**config.mk**
```make
export PLATFORM = sky130hd
export DESIGN_NAME = mvae_ram
export DESIGN_NICKNAME = d
export VERILOG_FILES = /design/src/design/mvae_ram.sv
export SDC_FILE = /design/constraint.sdc
export NUM_CORES = 1
export LEC_CHECK = 0
export ABC_AREA = 1
export BUFFER_PORTS_ARGS = -buffer_cell sky130_fd_sc_hd__clkbuf_2
export CAP_MARGIN = 25
export CORE_ASPECT_RATIO = 0.75
export CORE_MARGIN = 8
export CORE_UTILIZATION = 35
export DETAILED_ROUTE_END_ITERATION = 6
export GPL_ROUTABILITY_DRIVEN = 0
export PLACE_DENSITY = 0.51
export RECOVER_POWER = 25
export SETUP_SLACK_MARGIN = 0.02
export SLEW_MARGIN = 20
export SYNTH_ARGS = -nofsm -noshare
export SYNTH_HDL_FRONTEND = slang
export SYNTH_SLANG_ARGS = --single-unit
export TNS_END_PERCENT = 5
```
**constraint.sdc**
```tcl
create_clock -name i_clk -period 1.3 [get_ports i_clk]
set_input_delay 0.13 -clock i_clk [delete_from_list [all_inputs] [get_ports i_clk]]
set_output_delay 0.13 -clock i_clk [all_outputs]
set_load 0.1 [all_outputs]
```
**src/design/mvae_ram.sv**
```systemverilog
module mvae_ram #(
    parameter int WIDTH = 8,
    parameter int DEPTH = 16
) (
    input  logic                                          i_clk,
    input  logic                                          i_we,
    input  logic [((DEPTH > 1) ? $clog2(DEPTH) : 1)-1:0]  i_waddr,
    input  logic [WIDTH-1:0]                              i_wdata,
    input  logic [((DEPTH > 1) ? $clog2(DEPTH) : 1)-1:0]  i_raddr,
    output logic [WIDTH-1:0]                              o_rdata
);

    logic [WIDTH-1:0] mem [DEPTH];

    always_ff @(posedge i_clk) begin
        if (i_we) begin
            mem[i_waddr] <= i_wdata;
        end
        o_rdata <= mem[i_raddr];
    end

endmodule

```
==> results of run 1 <==
[cell families after synthesis]
| group | count (synthesis) |
|---|---|
| simple gates | 289 |
| flops | 136 |
| buf+inv | 126 |
[routing by layer]
metal / global-route usage (%) / part of all wire (%) / vias up
li1: - / - / 1860
met1: 20.7 / 50 / 1790
met2: 19.9 / 42 / 117
met3: 4.75 / 7.5 / 12
met4: 4.43 / 0.88 / 0
met5: 0 / 0 / -
[through the flow]
| stage | worst slack (ps) | cells | power, mW | hold WS [ps] | utilization, % |
|---|---|---|---|---|---|
| finish | 122 | 819 | 10.6 | 140 | 42.6 |
| floorplan | 219 | 551 | 5.57 | 229 | - |
| detailed placement | 4.36 | 787 | 5.89 | 582 | 39.0 |
| global route | 82.6 | 819 | 10.9 | 162 | 42.6 |
| global placement | 18.7 | 787 | 5.88 | 560 | 39.0 |
| CTS | 102 | 819 | 10.7 | 137 | 42.7 |
[how the worst min path moves through the flow]
stage	cells past startpoint	to	startpoint
detailed placement	3	o_rdata[7]	i_raddr[3]
finish	3	o_rdata[3]	i_raddr[3]
global placement	3	o_rdata[7]	i_raddr[3]
CTS	3	o_rdata[7]	i_raddr[3]
global route	3	o_rdata[7]	i_raddr[3]
floorplan	0	mem[0][0]	i_wdata[0]
[report_power, final]
part	switching [mW]	total (mW)	internal [mW]
registers	0.0280	4.93	4.90
logic	0.649	0.861	0.212
clock network	1.75	4.82	3.07
total	2.43	10.6	8.19
[sequential cells by signal, summed over array words and instances, names as in the netlist]
register and cells:
mem 128, o_rdata 8
[cell usage in the layout (no fill, tap or decap), drive strengths merged]
cell type	count
nand3	97
buf	33
edfxtp	128
nand3b	2
nand2	173
dfxtp	8
bufinv	2
nor2	17
inv	102
clkbuf	42
clkinv	4
clkinvlp	1
[area by class of cell]
| cell class | count | share of cell area [%] |
|---|---|---|
| Clock buffer | 25 | 7.38 |
| Clock inverter | 7 | 1.33 |
| Inverter | 102 | 5.59 |
| Multi-Input combinational cell | 289 | 17.7 |
| Sequential cell | 136 | 58.5 |
| Tap cell | 210 | 3.84 |
| Timing Repair Buffer | 50 | 5.68 |
==> flow_metrics.env, run 1 <==
export IMPL_ant_nets=0
export IMPL_die_area_um2=20900
export IMPL_dieHeight_um=127
export IMPL_slew_viol_final=0
export IMPL_synth_fp_nets=569
export IMPL_clkTransAtPathRegs_ps=60
export IMPL_synth_mux_area_share_pct=0
export IMPL_worstSetupStartpointType="flop"
export IMPL_synth_xor_area_share_pct=0
export IMPL_root_buffer="clkbuf_16"
export IMPL_cp_slowest_cell="dfxtp_1"
export IMPL_hold_path_class="in2reg"
export IMPL_synth_compound_area_share_pct=0
export IMPL_cp_max_fo=1
export IMPL_regArea_um2=4000
export IMPL_vias=3779
export IMPL_setup_violations=0
export IMPL_setup_worst_path_end_class="output pin"
export IMPL_routed_wl_mm=14.2
export IMPL_avgSynthCellArea_um2=10.5
export IMPL_worst_path_stages=1
export IMPL_fmax_ghz=0.849
export IMPL_cp_startpoint="o_rdata[5]"
export IMPL_setup_tns_ps=0
export IMPL_pin_count=26
export IMPL_drive_gt1_share_pct=12.5
export IMPL_dp_hpwl_mm=8.63
export IMPL_num_antenna_cells=0
export IMPL_grt_overflow=0
export IMPL_row_count=40
export IMPL_maxCapViolations=0
export IMPL_postLayoutCellArea_um2=6850
export IMPL_synthCells=551
export IMPL_grt_pass1_wl_mm=22.2
export IMPL_tightestPinTransition_ps=903
export IMPL_power_density_nw_per_um2=1550
export IMPL_coreArea_um2=16100
export IMPL_ys_types=12
export IMPL_clock_sinks=136
export IMPL_clock_latency_ps=410
export IMPL_gr_usage_all_layers_pct=14.4
export IMPL_num_fill_cells=1526
export IMPL_r2r_slack_ps=230
export IMPL_r2r_end="o_rdata[4]"
export IMPL_multi_input_area_um2=1210
export IMPL_crit_family="flip-flops"
export IMPL_r2r_cells=6
export IMPL_cts_tree="done"
export IMPL_htree_num_levels=4
export IMPL_cp_data_required_time_ps=1170
export IMPL_synth_area_leaders="edfxtp_1, nand2_1, nand3_1"
export IMPL_nets=614
export IMPL_peakVddDrop_mv=0.808
export IMPL_cp_buffers_inverters=1
export IMPL_port_buffers=25
export IMPL_antenna_found_initial=0
export IMPL_grt_pass1_vias=3739
export IMPL_cp_cell_sequence="buf_4"
export IMPL_p_leak_nw=2.96
export IMPL_dr_pass1_iters=5
export IMPL_seq_area_frac_synth_pct=69.4
export IMPL_async_flop_share_pct=0
export IMPL_hold_buffers=0
export IMPL_synth_top_family_by_area="simple AND/OR/NAND/NOR gates"
export IMPL_final_setup_skew_ps=9.97
export IMPL_yosys_top_cells_count="nand2_1, edfxtp_1, inv_1"
export IMPL_fin_crit_sh_pct=90.7
export IMPL_status="finished, final reports clean"
export IMPL_setup_worst_path_end="o_rdata[5]"
export IMPL_placed_area_um2=6260
export IMPL_rsz0062_at_grt="no"
export IMPL_cts_buffers_inserted=17
export IMPL_die_w_um=164
export IMPL_synthFlopType="edfxtp_1"
export IMPL_yosys_area_share_adder_pct=0
export IMPL_post_cts_setup_buffers=0
export IMPL_area_growth_pct=18.8
export IMPL_syn_area_um2=5770
export IMPL_cts_buffer_depth=2
export IMPL_hold_violations=0
export IMPL_wl_per_cell_um=17.4
export IMPL_worst_path_largest_cell_delay_ps=340
export IMPL_synth_most_common_cell="nand2_1"
export IMPL_viasPerCell=4.61
export IMPL_synth_largest_area_cell="edfxtp_1"
export IMPL_worstSetupPathType="reg2out"
export IMPL_initial_core_util_pct=35.9
export IMPL_yosys_area_share_simple_pct=21.0
export IMPL_synth_top_area_share_pct=66.7
export IMPL_synth_edff_count=128
export IMPL_arrival_ps=1050
export IMPL_rr_startpoint="mem[9][4]"
export IMPL_yosysWarnings=0
export IMPL_synth_seq_cells=136
export IMPL_drc=0
export IMPL_grt_max_degree=65
export IMPL_ctsResizeCount=0
export IMPL_min_period_ps=1180
export IMPL_maxSlewHeadroom_pct=39.8
export IMPL_first_iter_violations=350
No activity file was read; power rests on OpenSTA's default activity.
==> run 2, diff against run 1 <==
==> constraint.sdc (replaced) <==
create_clock -name i_clk -period 1.3 [get_ports i_clk]
set_input_delay 0 -clock i_clk [delete_from_list [all_inputs] [get_ports i_clk]]
set_output_delay 0 -clock i_clk [all_outputs]
set_load 0.1 [all_outputs]
==> flow_metrics.env, run 2 (same netlist as run 1, synthesis figures left out) <==
export IMPL_pin_count=26
export IMPL_cts_buffer_depth=2
export IMPL_arrival_ps=1240
export IMPL_fin_crit_sh_pct=95.3
export IMPL_cp_max_fo=1
export IMPL_grt_overflow=0
export IMPL_cts_buffers_inserted=17
export IMPL_dr_wl_met2_mm=5.81
export IMPL_slew_viol_final=0
export IMPL_wl_per_cell_um=17.2
export IMPL_port_buffers=25
export IMPL_num_fill_cells=1556
export IMPL_ctsResizeCount=0
export IMPL_viasPerCell=4.58
export IMPL_cp_buffers_inverters=1
export IMPL_highest_layer="met4"
export IMPL_grt_max_degree=65
export IMPL_nets=614
export IMPL_dp_hpwl_mm=8.91
export IMPL_antenna_found_initial=0
export IMPL_layout_common_cells="nand2_1, edfxtp_1, inv_1"
export IMPL_worst_path_largest_cell_delay_ps=470
export IMPL_dr_pass1_iters=4
export IMPL_gr_usage_all_layers_pct=14.2
export IMPL_first_iter_violations=275
export IMPL_maxCapViolations=0
export IMPL_clock_sinks=136
export IMPL_setup_tns_ps=0
export IMPL_drc=0
export IMPL_fmax_ghz=0.807
export IMPL_cts_tree="done"
export IMPL_grt_pass1_vias=3699
export IMPL_min_period_ps=1240
export IMPL_top_regs="mem: 128 flops, o_rdata: 8 flops"
export IMPL_post_cts_setup_buffers=0
export IMPL_final_setup_skew_ps=7.60
export IMPL_regMostFlops="mem"
export IMPL_worstSetupPathType="reg2out"
export IMPL_cp_slowest_cell="clkbuf_2"
export IMPL_clkTransAtPathRegs_ps=60
export IMPL_area_growth_pct=17.9
export IMPL_htree_num_levels=4
export IMPL_die_area_um2=20900
export IMPL_cp_cell_sequence="clkbuf_2"
export IMPL_cp_data_required_time_ps=1300
export IMPL_peakVddDrop_mv=0.838
export IMPL_status="finished, final reports clean"
export IMPL_setup_violations=0
export IMPL_routed_wl_mm=14.0
export IMPL_power_density_nw_per_um2=1540
export IMPL_clock_latency_ps=410
export IMPL_maxSlewHeadroom_pct=40.9
export IMPL_drt_met1_wl_mm=7.19
export IMPL_initial_core_util_pct=35.9
export IMPL_num_antenna_cells=0
export IMPL_die_w_um=164
export IMPL_setup_worst_path_end_class="output pin"
export IMPL_rsz0062_at_grt="no"
export IMPL_regArea_um2=4000
export IMPL_whs_ps=120
export IMPL_drive_gt1_share_pct=12.2
export IMPL_p_leak_nw=2.93
export IMPL_worst_slack_ps=60.9
export IMPL_wl_met3_um=944
export IMPL_multi_input_area_um2=1210
export IMPL_hold_path_class="in2reg"
export IMPL_hold_violations=0
export IMPL_largest_reg_flops=128
export IMPL_crit_family="buffers and inverters"
export IMPL_root_buffer="clkbuf_16"
export IMPL_row_count=40
export IMPL_grt_pass1_wl_mm=21.8
export IMPL_final_common_cell="nand2_1"
export IMPL_dieHeight_um=127
export IMPL_dp_slack_ps=155
export IMPL_tightestPinTransition_ps=887
export IMPL_coreArea_um2=16100
export IMPL_vias=3752
export IMPL_ant_nets=0
export IMPL_worstSetupStartpointType="flop"
[run 2: timing repair]
item / CTS / global route
endpoints found under the hold margin: 2 / 0
hold buffers: 1 / 0
endpoints found under the setup margin: 0 / 0
[run 2: worst paths after layout]
kind         cells after the start        from    endpoint  slack (ps)
min reg2reg                      6   mem[6][2]  o_rdata[2]         690
max                              1  o_rdata[1]  o_rdata[1]          60
min                              1  i_wdata[5]   mem[9][5]         120
max reg2reg                      6  mem[11][5]  o_rdata[5]         230
[run 2: final cells by class]
class | instances | share of cell area [%]
clock buffers | 24 | 7.08
clock inverters | 8 | 1.40
flip-flops and latches | 136 | 58.9
multi-input cells | 289 | 17.8
well taps | 210 | 3.86
repair buffers | 50 | 5.32
inverters | 102 | 5.63
[run 2: per-stage QoR]
| stage | instances | total power, mW | util, % | instance area [um2] |
|---|---|---|---|---|
| after floorplan | 551 | 5.57 | - | 5770 |
| after global placement | 786 | 5.87 | 38.7 | 6220 |
| after detailed placement | 786 | 5.87 | 38.7 | 6220 |
| after CTS | 819 | 10.5 | 42.4 | 6810 |
| after global routing | 819 | 10.8 | 42.3 | 6800 |
| final | 819 | 10.5 | 42.3 | 6800 |
[run 2: routing by layer]
metal / global-route usage [%] / up-vias
met2: 19.8 / 105
met4: 4.48 / 0
met3: 3.27 / 11
li1: - / 1862
met5: 0 / -
met1: 21.1 / 1774
[run 2: where the power goes]
group	internal [mW]	switching, mW	total, mW
clock network	2.96	1.72	4.68
registers	4.90	0.0350	4.94
logic	0.193	0.638	0.831
==> run 3, diff against run 2 <==
Settings changed: CORE_MARGIN 8 to not set, CTS_CLUSTER_DIAMETER set to 50.
==> flow_metrics.env, run 3 (same netlist as run 1, synthesis figures left out) <==
export IMPL_dieHeight_um=113
export IMPL_grt_pass1_wl_mm=21.1
export IMPL_placed_area_um2=6230
export IMPL_dp_slack_ps=225
export IMPL_p_comb_share_pct=7.7
export IMPL_port_buffers=25
export IMPL_grt_max_degree=65
export IMPL_post_cts_setup_buffers=0
export IMPL_row_count=40
export IMPL_regMostFlops="mem"
export IMPL_routed_wl_mm=13.4
export IMPL_holdPathStages=5
export IMPL_clock_sinks=136
export IMPL_setup_tns_ps=0
export IMPL_worstSetupPathType="reg2out"
export IMPL_clock_latency_ps=410
export IMPL_top_regs="mem: 128 flops, o_rdata: 8 flops"
export IMPL_rr_startpoint="mem[2][3]"
export IMPL_crit_family="buffers and inverters"
export IMPL_grt_overflow=0
export IMPL_postLayoutCellArea_um2=6820
export IMPL_status="finished, final reports clean"
export IMPL_cp_cell_sequence="buf_2"
export IMPL_layout_common_cells="nand2_1, edfxtp_1, inv_1"
export IMPL_viasPerCell=4.68
export IMPL_power_switching_mw=2.43
export IMPL_worst_path_largest_cell_delay_ps=460
export IMPL_num_fill_cells=1560
export IMPL_final_common_cell="nand2_1"
export IMPL_rsz0062_at_grt="no"
export IMPL_hold_violations=0
export IMPL_p_leak_nw=2.94
export IMPL_wl_per_cell_um=16.4
export IMPL_htree_num_levels=4
export IMPL_dp_hpwl_mm=8.41
export IMPL_fin_crit_sh_pct=96.6
export IMPL_cp_data_required_time_ps=1300
export IMPL_power_frac_clock_pct=45.4
export IMPL_cp_buffers_inverters=1
export IMPL_slew_viol_final=0
export IMPL_drive_gt1_share_pct=12.6
export IMPL_min_period_ps=1260
export IMPL_largest_reg_flops=128
export IMPL_nets=615
export IMPL_grt_pass1_vias=3702
export IMPL_pwr_share_seq_pct=46.9
export IMPL_whs_ps=41.9
export IMPL_drc=0
export IMPL_pin_count=26
export IMPL_fmax_ghz=0.796
export IMPL_die_area_um2=17000
export IMPL_power_mw=10.5
export IMPL_cts_tree="done"
export IMPL_gr_usage_all_layers_pct=17.3
export IMPL_p_sw_share_pct=23.1
export IMPL_r2r_cells=6
export IMPL_cp_max_fo=1
export IMPL_die_w_um=150
export IMPL_hold_path_class="in2reg"
export IMPL_internal_power_mw=8.10
export IMPL_setup_violations=0
export IMPL_coreArea_um2=16100
export IMPL_worstHoldStart="i_raddr[2]"
export IMPL_r2r_end="o_rdata[3]"
export IMPL_dr_pass1_iters=5
export IMPL_cts_buffer_depth=2
export IMPL_worst_path_stages=1
export IMPL_final_setup_skew_ps=8.84
export IMPL_worstSetupStartpointType="flop"
export IMPL_worst_slack_ps=44.2
export IMPL_power_density_nw_per_um2=1540
export IMPL_antenna_found_initial=0
export IMPL_setup_worst_path_end_class="output pin"
export IMPL_root_buffer="clkbuf_16"
export IMPL_r2r_slack_ps=240
export IMPL_clkTransAtPathRegs_ps=60
export IMPL_cts_buffers_inserted=17
export IMPL_tightestPinTransition_ps=759
export IMPL_peakVddDrop_mv=0.810
export IMPL_ant_nets=0
export IMPL_area_growth_pct=18.3
export IMPL_hold_end="o_rdata[0]"
export IMPL_arrival_ps=1260
export IMPL_maxSlewHeadroom_pct=49.4
export IMPL_first_iter_violations=327
export IMPL_num_antenna_cells=0
export IMPL_vias=3840
export IMPL_maxCapViolations=0
export IMPL_cp_slowest_cell="buf_2"
export IMPL_initial_core_util_pct=35.9
==> run 3: changes by cell type in the layout (fill, tap and decap cells not counted), moves of 2 or more <==
| cell | previous run | this run |
|---|---|---|
| clkbuf_8 | 3 | 0 |
| buf_2 | 0 | 2 |
| clkbuf_2 | 19 | 17 |
| clkinv_4 | 0 | 2 |
| clkbuf_1 | 9 | 7 |
==> run 3: area by class of cell <==
cell class	count	area (um2)	area share [%]
Sequential cell	136	4000	58.7
Clock buffer	19	433	6.35
Clock inverter	13	155	2.27
Tap cell	210	263	3.85
Timing Repair Buffer	51	369	5.41
Inverter	102	383	5.61
Multi-Input combinational cell	289	1210	17.8
==> run 3: per-layer routing <==
metal	part of all wire, %	vias to the layer above	GRT usage (%)
li1	-	1863	-
met1	50	1837	26.1
met2	42	125	24.6
met3	7.0	15	4.19
met4	0.96	0	4.85
met5	0	-	0
==> run 3: worst max path at each step <==
stage	start	to	slack [ps]
2_1_floorplan	i_waddr[2]	mem[10][0]	350
3_3_place_gp	i_raddr[0]	o_rdata[3]	210
3_5_place_dp	i_raddr[0]	o_rdata[3]	230
4_1_cts	o_rdata[4]	o_rdata[4]	3
5_1_grt	o_rdata[5]	o_rdata[5]	30
6_report	o_rdata[5]	o_rdata[5]	40
==> run 3: repair_timing <==
| item | in CTS | in global routing |
|---|---|---|
| gates resized for setup | 1 | 2 |
| hold buffers | 1 | 0 |
| hold endpoints to repair | 1 | 0 |
| endpoints found under the setup margin | 3 | 2 |
==> run 3: power by group through the flow <==
stage	Clock (mW)	Sequential (mW)	Combinational (mW)
global placement	0	5.03	0.807
CTS	4.87	4.94	0.819
finish	4.78	4.94	0.808
global route	5.05	4.95	0.889
detailed placement	0	5.03	0.812
floorplan	0	5.22	0.346
==> run 3: metrics by stage <==
stage                     utilization (%)  cells
after detailed placement             38.8    787
final                                42.5    820
after floorplan                         -    551
after global placement               38.8    787
after CTS                            42.5    820
after global routing                 42.5    820
==> run 3: tightest hold or removal path, cell delays in order <==
cell and delay [ps]:
clkbuf_2 100, inv_1 110, nand3_1 100, nand3_1 60
nand2_1 60
